## config.mk

```make
export PLATFORM = sky130hd
export DESIGN_NAME = fractional_divider_param_calc_flat
export DESIGN_NICKNAME = d
export VERILOG_FILES = /design/src/rtl/fdpc_pkg.sv /design/src/rtl/fdpc_req_if.sv /design/src/rtl/fdpc_rsp_if.sv /design/src/rtl/fdpc_csr_if.sv /design/src/rtl/fdpc_alu.sv /design/src/rtl/fdpc_mul.sv /design/src/rtl/fdpc_core.sv /design/src/rtl/fractional_divider_param_calc.sv /design/src/flat_wrapper.sv
export SDC_FILE = /design/constraint.sdc
export NUM_CORES = 2
export LEC_CHECK = 0
export ABC_CLOCK_PERIOD_IN_PS = 25800
export BUFFER_PORTS_ARGS = -buffer_cell sky130_fd_sc_hd__buf_2
export CAP_MARGIN = 10
export CORE_UTILIZATION = 60
export DETAILED_ROUTE_END_ITERATION = 8
export PLACE_DENSITY = 0.85
export SLEW_MARGIN = 20
export SYNTH_ARGS = -nofsm -noshare
export SYNTH_HDL_FRONTEND = slang
export SYNTH_SLANG_ARGS = --single-unit
```

## constraint.sdc

```tcl
create_clock -name clock -period 25.8 [get_ports clock]
set_clock_uncertainty 0.1 [all_clocks]
set_input_delay 1.29 -clock clock [delete_from_list [all_inputs] [get_ports clock]]
set_output_delay 1.29 -clock clock [all_outputs]
set_load 0.01 [all_outputs]
```

## src/rtl/fdpc_pkg.sv

```systemverilog
package fdpc_pkg;

   localparam int FREQ_BITS = 32;
   localparam int ALU_BITS  = FREQ_BITS + 1;
   localparam int FRAC_BITS = 7;
   localparam int P1_BITS   = 18;
   localparam int CNT_BITS  = $clog2(FREQ_BITS);
   localparam int WIDE_BITS = FREQ_BITS + FRAC_BITS;

   localparam logic [WIDE_BITS-1:0] P1_OFFSET = WIDE_BITS'(512);
   localparam logic [WIDE_BITS-1:0] P1_MAX    = WIDE_BITS'(262143);
   localparam logic [CNT_BITS-1:0]  DIV_LAST  = CNT_BITS'(FREQ_BITS - 1);
   localparam logic [CNT_BITS-1:0]  FRAC_LAST = CNT_BITS'(FRAC_BITS - 1);

   typedef enum logic [8:0] {
      ST_IDLE    = 9'b000000001,
      ST_DIVIDE  = 9'b000000010,
      ST_GAPS    = 9'b000000100,
      ST_WALK    = 9'b000001000,
      ST_PROD_LO = 9'b000010000,
      ST_PROD_HI = 9'b000100000,
      ST_PICK    = 9'b001000000,
      ST_FRAC    = 9'b010000000,
      ST_DONE    = 9'b100000000
   } fdpc_state_type;

   typedef struct packed {
      logic [ALU_BITS-1:0] lhs;
      logic [ALU_BITS-1:0] rhs;
   } fdpc_alu_op_type;

   typedef struct packed {
      logic [ALU_BITS-1:0] mag;
      logic                lt;
   } fdpc_alu_res_type;

   typedef struct packed {
      logic idle;
      logic done;
   } fdpc_status_type;

endpackage

```

## src/rtl/fdpc_req_if.sv

```systemverilog
interface fdpc_req_if;
   logic                           valid;
   logic                           ready;
   logic [fdpc_pkg::FREQ_BITS-1:0] dividend_freq;
   logic [fdpc_pkg::FREQ_BITS-1:0] divisor_freq;

   modport source (output valid, output dividend_freq, output divisor_freq, input ready);
   modport sink   (input valid, input dividend_freq, input divisor_freq, output ready);
endinterface

```

## src/rtl/fdpc_rsp_if.sv

```systemverilog
interface fdpc_rsp_if #(parameter int DEN_BITS = 20);
   logic                         valid;
   logic                         ready;
   logic [fdpc_pkg::P1_BITS-1:0] p1_word;
   logic [DEN_BITS-1:0]          p2_word;
   logic [DEN_BITS-1:0]          p3_word;
   logic                         valid_res;

   modport source (output valid, output p1_word, output p2_word, output p3_word,
                   output valid_res, input ready);
   modport sink   (input valid, input p1_word, input p2_word, input p3_word,
                   input valid_res, output ready);
endinterface

```

## src/rtl/fdpc_csr_if.sv

```systemverilog
interface fdpc_csr_if #(parameter int DEN_BITS = 20);
   logic                valid;
   logic                ready;
   logic [DEN_BITS-1:0] den_limit;

   modport source (output valid, output den_limit, input ready);
   modport sink   (input valid, input den_limit, output ready);
endinterface

```

## src/rtl/fdpc_alu.sv

```systemverilog
module fdpc_alu (
   input  fdpc_pkg::fdpc_alu_op_type  op,
   output fdpc_pkg::fdpc_alu_res_type res
);

   logic lt;

   assign lt      = op.lhs < op.rhs;
   assign res.lt  = lt;
   assign res.mag = lt ? (op.rhs - op.lhs) : (op.lhs - op.rhs);

endmodule

```

## src/rtl/fdpc_mul.sv

```systemverilog
module fdpc_mul #(
   parameter int A_BITS = 32,
   parameter int B_BITS = 20
) (
   input  logic                       clock,
   input  logic [A_BITS-1:0]          mul_a,
   input  logic [B_BITS-1:0]          mul_b,
   output logic [A_BITS+B_BITS-1:0]   prod
);

   logic [A_BITS+B_BITS-1:0] prod_ff;
   logic [A_BITS+B_BITS-1:0] prod_in;

   assign prod_in = (A_BITS+B_BITS)'(mul_a) * (A_BITS+B_BITS)'(mul_b);
   assign prod    = prod_ff;

   always_ff @(posedge clock) begin
      prod_ff <= prod_in;
   end

endmodule

```

## src/rtl/fdpc_core.sv

```systemverilog
module fdpc_core #(
   parameter int DEN_BITS = 20
) (
   input  logic                           clock,
   input  logic                           reset,
   input  logic                           start,
   input  logic [fdpc_pkg::FREQ_BITS-1:0] dividend_freq,
   input  logic [fdpc_pkg::FREQ_BITS-1:0] divisor_freq,
   input  logic [DEN_BITS-1:0]            den_limit,
   input  logic                           take,
   output fdpc_pkg::fdpc_status_type      status,
   output logic [fdpc_pkg::P1_BITS-1:0]   p1_word,
   output logic [DEN_BITS-1:0]            p2_word,
   output logic [DEN_BITS-1:0]            p3_word,
   output logic                           valid_res
);

   localparam int FB = fdpc_pkg::FREQ_BITS;
   localparam int AB = fdpc_pkg::ALU_BITS;
   localparam int WB = fdpc_pkg::WIDE_BITS;
   localparam logic [DEN_BITS-1:0] DEN_ONE = DEN_BITS'(1);

   fdpc_pkg::fdpc_state_type state_ff, state_in;
   logic [fdpc_pkg::CNT_BITS-1:0]  cnt_ff, cnt_in;
   logic                           zero_ff, zero_in;
   logic                           whole_ff, whole_in;
   logic [FB-1:0]                  quo_ff, quo_in;
   logic [FB-1:0]                  acc_ff, acc_in;
   logic [FB-1:0]                  div_ff, div_in;
   logic [FB-1:0]                  lo_ff, lo_in;
   logic [FB-1:0]                  hi_ff, hi_in;
   logic [DEN_BITS-1:0]            lower_num_ff, lower_num_in;
   logic [DEN_BITS-1:0]            lower_den_ff, lower_den_in;
   logic [DEN_BITS-1:0]            upper_num_ff, upper_num_in;
   logic [DEN_BITS-1:0]            upper_den_ff, upper_den_in;
   logic [DEN_BITS-1:0]            num_ff, num_in;
   logic [DEN_BITS-1:0]            den_ff, den_in;
   logic [DEN_BITS-1:0]            rem_ff, rem_in;
   logic [fdpc_pkg::FRAC_BITS-1:0] frac_ff, frac_in;
   logic [FB+DEN_BITS-1:0]         prod_ff, prod_in;

   fdpc_pkg::fdpc_alu_op_type      alu_op;
   fdpc_pkg::fdpc_alu_res_type     alu_res;
   logic [FB-1:0]                  mul_a;
   logic [DEN_BITS-1:0]            mul_b;
   logic [FB+DEN_BITS-1:0]         mul_prod;

   logic [FB:0]                    div_trial;
   logic [DEN_BITS:0]              frac_trial;
   logic [DEN_BITS:0]              med_num;
   logic [DEN_BITS:0]              med_den;
   logic                           walk_end;
   logic                           no_walk;
   logic                           pick_lower;
   logic [WB-1:0]                  wide;
   logic [WB-1:0]                  wide_off;
   logic                           in_range;

   fdpc_alu u_alu (
      .op  (alu_op),
      .res (alu_res)
   );

   fdpc_mul #(.A_BITS(FB), .B_BITS(DEN_BITS)) u_mul (
      .clock (clock),
      .mul_a (mul_a),
      .mul_b (mul_b),
      .prod  (mul_prod)
   );

   assign div_trial  = {acc_ff, quo_ff[FB-1]};
   assign frac_trial = {rem_ff, 1'b0};
   assign med_num    = {1'b0, lower_num_ff} + {1'b0, upper_num_ff};
   assign med_den    = {1'b0, lower_den_ff} + {1'b0, upper_den_ff};
   assign walk_end   = med_den > {1'b0, den_limit};
   assign no_walk    = (acc_ff == '0) || (den_limit[DEN_BITS-1:1] == '0);
   assign pick_lower = prod_ff < mul_prod;

   // L*d first, then H*b
   assign mul_a = (state_ff == fdpc_pkg::ST_PROD_HI) ? hi_ff : lo_ff;
   assign mul_b = (state_ff == fdpc_pkg::ST_PROD_HI) ? lower_den_ff : upper_den_ff;

   always_comb begin
      state_in     = state_ff;
      cnt_in       = cnt_ff;
      zero_in      = zero_ff;
      whole_in     = whole_ff;
      quo_in       = quo_ff;
      acc_in       = acc_ff;
      div_in       = div_ff;
      lo_in        = lo_ff;
      hi_in        = hi_ff;
      lower_num_in = lower_num_ff;
      lower_den_in = lower_den_ff;
      upper_num_in = upper_num_ff;
      upper_den_in = upper_den_ff;
      num_in       = num_ff;
      den_in       = den_ff;
      rem_in       = rem_ff;
      frac_in      = frac_ff;
      prod_in      = prod_ff;
      alu_op       = '0;
      unique case (state_ff)
         fdpc_pkg::ST_IDLE: begin
            if (start) begin
               quo_in       = dividend_freq;
               div_in       = divisor_freq;
               acc_in       = '0;
               cnt_in       = '0;
               zero_in      = (divisor_freq == '0);
               if (divisor_freq != '0) begin
                  lower_num_in = '0;
                  lower_den_in = DEN_ONE;
                  upper_num_in = DEN_ONE;
                  upper_den_in = DEN_ONE;
               end
               state_in     = (divisor_freq == '0) ? fdpc_pkg::ST_DONE : fdpc_pkg::ST_DIVIDE;
            end
         end
         fdpc_pkg::ST_DIVIDE: begin
            alu_op.lhs = div_trial;
            alu_op.rhs = {1'b0, div_ff};
            acc_in     = alu_res.lt ? div_trial[FB-1:0] : alu_res.mag[FB-1:0];
            quo_in     = {quo_ff[FB-2:0], ~alu_res.lt};
            cnt_in     = cnt_ff + 1'b1;
            if (cnt_ff == fdpc_pkg::DIV_LAST) begin
               state_in = fdpc_pkg::ST_GAPS;
            end
         end
         fdpc_pkg::ST_GAPS: begin
            alu_op.lhs = {1'b0, div_ff};
            alu_op.rhs = {1'b0, acc_ff};
            if (no_walk) begin
               num_in   = '0;
               den_in   = DEN_ONE;
               rem_in   = '0;
               whole_in = 1'b0;
               cnt_in   = '0;
               state_in = fdpc_pkg::ST_FRAC;
            end else begin
               lo_in    = acc_ff;
               hi_in    = alu_res.mag[FB-1:0];
               state_in = fdpc_pkg::ST_WALK;
            end
         end
         fdpc_pkg::ST_WALK: begin
            alu_op.lhs = {1'b0, lo_ff};
            alu_op.rhs = {1'b0, hi_ff};
            if (walk_end) begin
               state_in = fdpc_pkg::ST_PROD_LO;
            end else if (alu_res.lt) begin
               upper_num_in = med_num[DEN_BITS-1:0];
               upper_den_in = med_den[DEN_BITS-1:0];
               hi_in        = alu_res.mag[FB-1:0];
            end else begin
               lower_num_in = med_num[DEN_BITS-1:0];
               lower_den_in = med_den[DEN_BITS-1:0];
               lo_in        = alu_res.mag[FB-1:0];
            end
         end
         fdpc_pkg::ST_PROD_LO: begin
            state_in = fdpc_pkg::ST_PROD_HI;
         end
         fdpc_pkg::ST_PROD_HI: begin
            prod_in  = mul_prod;
            state_in = fdpc_pkg::ST_PICK;
         end
         fdpc_pkg::ST_PICK: begin
            // 1/1 chosen: the fraction carries into the integer part
            whole_in = ~pick_lower & (upper_num_ff == upper_den_ff);
            // tie goes to the upper bound
            if (pick_lower) begin
               num_in = lower_num_ff;
               den_in = lower_den_ff;
               rem_in = lower_num_ff;
            end else begin
               num_in = upper_num_ff;
               den_in = upper_den_ff;
               rem_in = whole_in ? '0 : upper_num_ff;
            end
            cnt_in   = '0;
            state_in = fdpc_pkg::ST_FRAC;
         end
         fdpc_pkg::ST_FRAC: begin
            alu_op.lhs = {{(AB-DEN_BITS-1){1'b0}}, frac_trial};
            alu_op.rhs = {{(AB-DEN_BITS){1'b0}}, den_ff};
            rem_in     = alu_res.lt ? frac_trial[DEN_BITS-1:0] : alu_res.mag[DEN_BITS-1:0];
            frac_in    = {frac_ff[fdpc_pkg::FRAC_BITS-2:0], ~alu_res.lt};
            cnt_in     = cnt_ff + 1'b1;
            if (cnt_ff == fdpc_pkg::FRAC_LAST) begin
               state_in = fdpc_pkg::ST_DONE;
            end
         end
         fdpc_pkg::ST_DONE: begin
            if (take) begin
               state_in = fdpc_pkg::ST_IDLE;
            end
         end
         default: begin
            state_in = fdpc_pkg::ST_IDLE;
         end
      endcase
   end

   always_ff @(posedge clock) begin
      if (reset) begin
         state_ff     <= fdpc_pkg::ST_IDLE;
         lower_num_ff <= '0;
         lower_den_ff <= DEN_ONE;
         upper_num_ff <= DEN_ONE;
         upper_den_ff <= DEN_ONE;
      end else begin
         state_ff     <= state_in;
         lower_num_ff <= lower_num_in;
         lower_den_ff <= lower_den_in;
         upper_num_ff <= upper_num_in;
         upper_den_ff <= upper_den_in;
      end
   end

   always_ff @(posedge clock) begin
      cnt_ff   <= cnt_in;
      zero_ff  <= zero_in;
      whole_ff <= whole_in;
      quo_ff   <= quo_in;
      acc_ff   <= acc_in;
      div_ff   <= div_in;
      lo_ff    <= lo_in;
      hi_ff    <= hi_in;
      num_ff   <= num_in;
      den_ff   <= den_in;
      rem_ff   <= rem_in;
      frac_ff  <= frac_in;
      prod_ff  <= prod_in;
   end

   assign wide     = {quo_ff, frac_ff} +
                     {{(WB-fdpc_pkg::FRAC_BITS-1){1'b0}}, whole_ff,
                      {fdpc_pkg::FRAC_BITS{1'b0}}};
   assign wide_off = wide - fdpc_pkg::P1_OFFSET;
   assign in_range = (wide >= fdpc_pkg::P1_OFFSET) && (wide_off <= fdpc_pkg::P1_MAX);

   assign valid_res   = ~zero_ff & in_range;
   assign p1_word     = valid_res ? wide_off[fdpc_pkg::P1_BITS-1:0] : '0;
   assign p2_word     = valid_res ? rem_ff : '0;
   assign p3_word     = valid_res ? den_ff : '0;
   assign status.idle = (state_ff == fdpc_pkg::ST_IDLE);
   assign status.done = (state_ff == fdpc_pkg::ST_DONE);

endmodule

```

## src/rtl/fractional_divider_param_calc.sv

```systemverilog
// One request at a time; a new one is taken once the previous result has moved to the
//   output register. The mediant walk runs one mediant per cycle through the shared
//   subtract/compare unit, which also runs the 32-step quotient and 7-step fraction
//   divide; the walk takes at most the denominator limit - 1 mediant steps and is skipped
//   with a zero fraction or a limit below 2, and a zero divisor skips the divide as well.
//   Reset (synchronous, active high): idle, no result pending, denominator limit all
//   ones.
module fractional_divider_param_calc #(
   parameter int DEN_BITS = 20
) (
   input  logic              clock,
   input  logic              reset,
   fdpc_req_if.sink          req_chan,
   fdpc_rsp_if.source        rsp_chan,
   fdpc_csr_if.sink          csr_chan
);

   logic [DEN_BITS-1:0]          max_den_ff, max_den_in;
   logic                         rsp_valid_ff, rsp_valid_in;
   logic [fdpc_pkg::P1_BITS-1:0] p1_ff;
   logic [DEN_BITS-1:0]          p2_ff;
   logic [DEN_BITS-1:0]          p3_ff;
   logic                         valid_res_ff;

   fdpc_pkg::fdpc_status_type    status;
   logic                         start;
   logic                         load;
   logic [fdpc_pkg::P1_BITS-1:0] core_p1;
   logic [DEN_BITS-1:0]          core_p2;
   logic [DEN_BITS-1:0]          core_p3;
   logic                         core_valid_res;

   assign start = req_chan.valid & status.idle;
   assign load  = status.done & (~rsp_valid_ff | rsp_chan.ready);

   fdpc_core #(.DEN_BITS(DEN_BITS)) u_core (
      .clock           (clock),
      .reset           (reset),
      .start           (start),
      .dividend_freq   (req_chan.dividend_freq),
      .divisor_freq    (req_chan.divisor_freq),
      .den_limit       (max_den_ff),
      .take            (load),
      .status          (status),
      .p1_word         (core_p1),
      .p2_word         (core_p2),
      .p3_word         (core_p3),
      .valid_res       (core_valid_res)
   );

   assign max_den_in   = csr_chan.valid ? csr_chan.den_limit : max_den_ff;
   assign rsp_valid_in = load | (rsp_valid_ff & ~rsp_chan.ready);

   always_ff @(posedge clock) begin
      if (reset) begin
         max_den_ff   <= '1;
         rsp_valid_ff <= 1'b0;
      end else begin
         max_den_ff   <= max_den_in;
         rsp_valid_ff <= rsp_valid_in;
      end
   end

   always_ff @(posedge clock) begin
      if (load) begin
         p1_ff        <= core_p1;
         p2_ff        <= core_p2;
         p3_ff        <= core_p3;
         valid_res_ff <= core_valid_res;
      end
   end

   assign req_chan.ready     = status.idle;
   assign csr_chan.ready     = 1'b1;
   assign rsp_chan.valid     = rsp_valid_ff;
   assign rsp_chan.p1_word   = p1_ff;
   assign rsp_chan.p2_word   = p2_ff;
   assign rsp_chan.p3_word   = p3_ff;
   assign rsp_chan.valid_res = valid_res_ff;

endmodule

```

## src/flat_wrapper.sv

```systemverilog
// flat-port wrapper written by rule: the top's interface ports become plain ports
module fractional_divider_param_calc_flat 
#(
   parameter int DEN_BITS = 20
)
  (clock, reset, req_chan_valid, req_chan_dividend_freq, req_chan_divisor_freq, req_chan_ready, rsp_chan_valid, rsp_chan_p1_word, rsp_chan_p2_word, rsp_chan_p3_word, rsp_chan_valid_res, rsp_chan_ready, csr_chan_valid, csr_chan_den_limit, csr_chan_ready);
  fdpc_req_if req_chan_i ();
  fdpc_rsp_if #(.DEN_BITS(DEN_BITS)) rsp_chan_i ();
  fdpc_csr_if #(.DEN_BITS(DEN_BITS)) csr_chan_i ();
  input  logic clock;
  input  logic reset;
  input wire logic [$bits(req_chan_i.valid)-1:0] req_chan_valid;
  input wire logic [$bits(req_chan_i.dividend_freq)-1:0] req_chan_dividend_freq;
  input wire logic [$bits(req_chan_i.divisor_freq)-1:0] req_chan_divisor_freq;
  output wire logic [$bits(req_chan_i.ready)-1:0] req_chan_ready;
  output wire logic [$bits(rsp_chan_i.valid)-1:0] rsp_chan_valid;
  output wire logic [$bits(rsp_chan_i.p1_word)-1:0] rsp_chan_p1_word;
  output wire logic [$bits(rsp_chan_i.p2_word)-1:0] rsp_chan_p2_word;
  output wire logic [$bits(rsp_chan_i.p3_word)-1:0] rsp_chan_p3_word;
  output wire logic [$bits(rsp_chan_i.valid_res)-1:0] rsp_chan_valid_res;
  input wire logic [$bits(rsp_chan_i.ready)-1:0] rsp_chan_ready;
  input wire logic [$bits(csr_chan_i.valid)-1:0] csr_chan_valid;
  input wire logic [$bits(csr_chan_i.den_limit)-1:0] csr_chan_den_limit;
  output wire logic [$bits(csr_chan_i.ready)-1:0] csr_chan_ready;
  assign req_chan_i.valid = req_chan_valid;
  assign req_chan_i.dividend_freq = req_chan_dividend_freq;
  assign req_chan_i.divisor_freq = req_chan_divisor_freq;
  assign req_chan_ready = req_chan_i.ready;
  assign rsp_chan_valid = rsp_chan_i.valid;
  assign rsp_chan_p1_word = rsp_chan_i.p1_word;
  assign rsp_chan_p2_word = rsp_chan_i.p2_word;
  assign rsp_chan_p3_word = rsp_chan_i.p3_word;
  assign rsp_chan_valid_res = rsp_chan_i.valid_res;
  assign rsp_chan_i.ready = rsp_chan_ready;
  assign csr_chan_i.valid = csr_chan_valid;
  assign csr_chan_i.den_limit = csr_chan_den_limit;
  assign csr_chan_ready = csr_chan_i.ready;
  fractional_divider_param_calc #(.DEN_BITS(DEN_BITS)) u_core (.clock(clock), .reset(reset), .req_chan(req_chan_i), .rsp_chan(rsp_chan_i), .csr_chan(csr_chan_i));
endmodule
```

==> impl_metrics.tcl <==
set metrics [dict create \
    ir_drop_mv 0.131 \
    ant_nets 0 \
    dr.pass1.iters 9 \
    grt_pass1_wl_um 228000 \
    setup.worst_path.class "reg2reg" \
    port-buffer-count 149 \
    ios 151 \
    stdcell_area_mm2 0.0519 \
    chipHeight_um 286 \
    seq_power_share_pct 31.2 \
    clkTransAtPathRegs_ns 0.06 \
    fin_crit_ns 11.16 \
    fin_crit_sh_pct 43.2 \
    yosys_most_used_dff "edfxtp_1" \
    synthCells 5296 \
    ys_seq_area_share_pct 26.8 \
    min_delay_path_depth 0 \
    ys_ff_latch 487 \
    synth.largest_area_cell "fa_1" \
    antenna_found_initial 9 \
    worst_pin_slew_ns 1.13 \
    clock_latency_ns 0.67 \
    rsz0062_at_grt "no" \
    route.met3.wl_um 20500 \
    first_global_vias 41251 \
    async_reset_ff_share_pct 0 \
    wl_um 148000 \
    worstPathMaxFanout 57 \
    routed.top_layer "met5" \
    maxCapViolCount 0 \
    yosysTopAreaCellShare_pct 22.3 \
    setup_tns_ns 0 \
    start_kind "register" \
    cts_made_buffers 54 \
    syn-mean-instance-area_um2 9.15 \
    nets 6292 \
    core.rowCount 103 \
    hold_path_class "reg2reg" \
    drive_above_1_share_pct 7.47 \
    cp_common_cell "fa_1" \
    layout_common_cells "nand2_1, inv_1, fa_1, nor2_1, ha_1" \
    synth_edf_count 325 \
    cts_setup_buffers 0 \
    drtIter0Drc 4514 \
    internal-power_mw 1.89 \
    crit_path_top_delay_cell "mux2i_1" \
    syn-cell-area_mm2 0.0484 \
    ctsRootBufferMaster "clkbuf_16" \
    cts_tree "yes" \
    ys_top_cells_by_area "fa_1, edfxtp_1, ha_1" \
    leakage_nw 24.5 \
    num_vias 40484 \
    final_common_cell "nand2_1" \
    cp-end-kind "register" \
    synth_cell_types 83 \
    p_clk_share_pct 23.4 \
    startpoint "u_core.u_core.state_ff[0]" \
    reg2reg_slack_ns 14.64 \
    syn_to_final_growth_pct 7.24 \
    required_ns 26.20 \
    route.met2.wl_um 64400 \
    grt_usage_pct 36.3 \
    core_area_mm2 0.0794 \
    start_util_pct 61.0 \
    ctsResizeCount 0 \
    grt_max_degree 84 \
    placed_cell_area_mm2 0.0501 \
    critPathArrivalTime_ns 11.56 \
    slew_headroom_pct 22.4 \
    swShare_pct 43.9 \
    power.density_mw_per_mm2 64.9 \
    ctsHtreeMaxLevel 2 \
    status "finished, violations left" \
    yosysWarnings 0 \
    place_congestion 1.03 \
    drc_errors 13 \
    cpPeakStageDelay_ns 1.00 \
    die_area_mm2 0.0819 \
    cts.sinks 487 \
    endpoint "u_core.u_core.u_mul.prod[46]" \
    syn_nets 6267 \
    setup_viol 0 \
    die_w_um 286 \
    clk_path_buf_depth 3 \
    reg2reg_to "u_core.u_core.u_mul.prod[46]" \
    pwr-share-comb_pct 45.4 \
    routedWlPerCell_um 23.0 \
    met1_length_um 53100 \
    power.switching_mw 1.48 \
    violations "DRC" \
    timing.fmax_mhz 89.6 \
    finalHoldViolCount 0 \
    viasPerCell 6.30 \
    dp_hpwl_um 110000 \
    reg2reg_from "u_core.u_core.state_ff[0]" \
    timing.final.max_slew_violations 0 \
    nFillCells 6182 \
    holdBufCountCts 0 \
    overflow 0 \
    reg2reg_depth 30 \
]
-- cells in the mapped netlist (28+ instances only) --
cell,instances
o21bai_1,31
xnor2_1,113
xor2_1,76
mux2_2,63
inv_1,764
o211ai_1,37
a21oi_1,266
o21ai_0,96
nor2_1,509
fa_1,540
clkbuf_1,198
a22o_1,30
ha_1,342
mux2i_1,107
nand3_1,75
dfxtp_1,162
nor4_1,40
nand2_1,784
a222oi_1,28
a21o_1,98
nor3_1,42
a221oi_1,32
and2_1,102
edfxtp_1,325
nand4_1,52
-- cell type report --
| type | instances | area (um2) | share of cell area, % |
|---|---|---|---|
| tap | 1050 | 1310 | 2.53 |
| clock buffer | 79 | 1580 | 3.04 |
| multi-input combinational | 3791 | 31600 | 60.9 |
| inverter | 767 | 2880 | 5.54 |
| sequential | 487 | 13000 | 25.0 |
| antenna | 9 | 22.5 | 0.0434 |
| clock inverter | 23 | 220 | 0.424 |
| timing repair buffer | 220 | 1280 | 2.46 |
-- per-layer routing --
layer	vias up	global-route usage, %
li1	17572	-
met1	19541	45.1
met2	2681	55.9
met3	682	12.2
met4	8	19.7
met5	-	0
-- critical path, delay by kind of cell, from the launching register on --
| family | cells | cell delay (ns) |
|---|---|---|
| flip-flops | 1 | 0.33 |
| AND/OR/NAND/NOR | 7 | 1.79 |
| adder cells (fa/ha/maj) | 8 | 4.02 |
| multiplexers | 1 | 1.00 |
| XOR/XNOR | 1 | 0.13 |
| AO/OA/AOI/OAI | 7 | 1.89 |
| buffers and inverters | 6 | 1.62 |
-- how the worst min path moves through the flow --
stage | slack (ns) | to | startpoint
global route | 0.33 | u_core.u_core.prod_ff[4] | u_core.u_core.u_mul.prod[4]
global placement | 0.31 | u_core.u_core.prod_ff[2] | u_core.u_core.u_mul.prod[2]
detailed placement | 0.32 | u_core.u_core.prod_ff[28] | u_core.u_core.u_mul.prod[28]
floorplan | 0.31 | u_core.u_core.prod_ff[10] | u_core.u_core.u_mul.prod[10]
CTS | 0.32 | u_core.u_core.prod_ff[4] | u_core.u_core.u_mul.prod[4]
finish | 0.32 | u_core.u_core.prod_ff[46] | u_core.u_core.u_mul.prod[46]
-- cell families after synthesis --
kind of cell	after synthesis	share of synthesized area (%)
buffers and inverters	1018	8.00
AOI/OAI and AO/OA	808	11.2
xor gates and xnor gates	189	3.42
DFF	487	26.8
muxes	170	3.68
other	1	0.00774
and+or+nand+nor	1741	15.7
adders and majority gates	882	31.2
-- metrics by stage --
stage	utilization [%]	instances	setup slack, ns	hold WS, ns	power [mW]
after floorplan	-	5296	16.29	0.308	2.10
after global placement	63.1	6315	15.09	0.312	2.50
after detailed placement	63.1	6315	14.88	0.317	2.51
after CTS	65.4	6417	14.82	0.319	3.30
after global routing	65.4	6420	14.20	0.333	3.49
final	65.4	6426	14.64	0.318	3.37
-- power by group through the flow --
stage	clock, mW	sequential (mW)	combinational (mW)
after floorplan	0	1.01	1.08
after CTS	0.791	1.05	1.47
final	0.787	1.05	1.53
after detailed placement	0	1.06	1.45
after global placement	0	1.06	1.44
after global routing	0.820	1.06	1.62
-- state kept, by name (all words and copies together) (netlist names), 5 cells and up --
register                    count
u_core.max_den_ff              20
u_core.rsp_chan.p1_word        18
u_core.rsp_chan.p2_word        20
u_core.rsp_chan.p3_word        20
u_core.u_core.acc_ff           32
u_core.u_core.cnt_ff            5
u_core.u_core.den_ff           20
u_core.u_core.div_ff           32
u_core.u_core.frac_ff           7
u_core.u_core.hi_ff            32
u_core.u_core.lo_ff            32
u_core.u_core.lower_den_ff     20
u_core.u_core.lower_num_ff     20
u_core.u_core.prod_ff          52
u_core.u_core.quo_ff           32
u_core.u_core.rem_ff           20
u_core.u_core.state_ff          9
u_core.u_core.u_mul.prod       52
u_core.u_core.upper_den_ff     20
u_core.u_core.upper_num_ff     20
(Power assumes the default switching activity.)
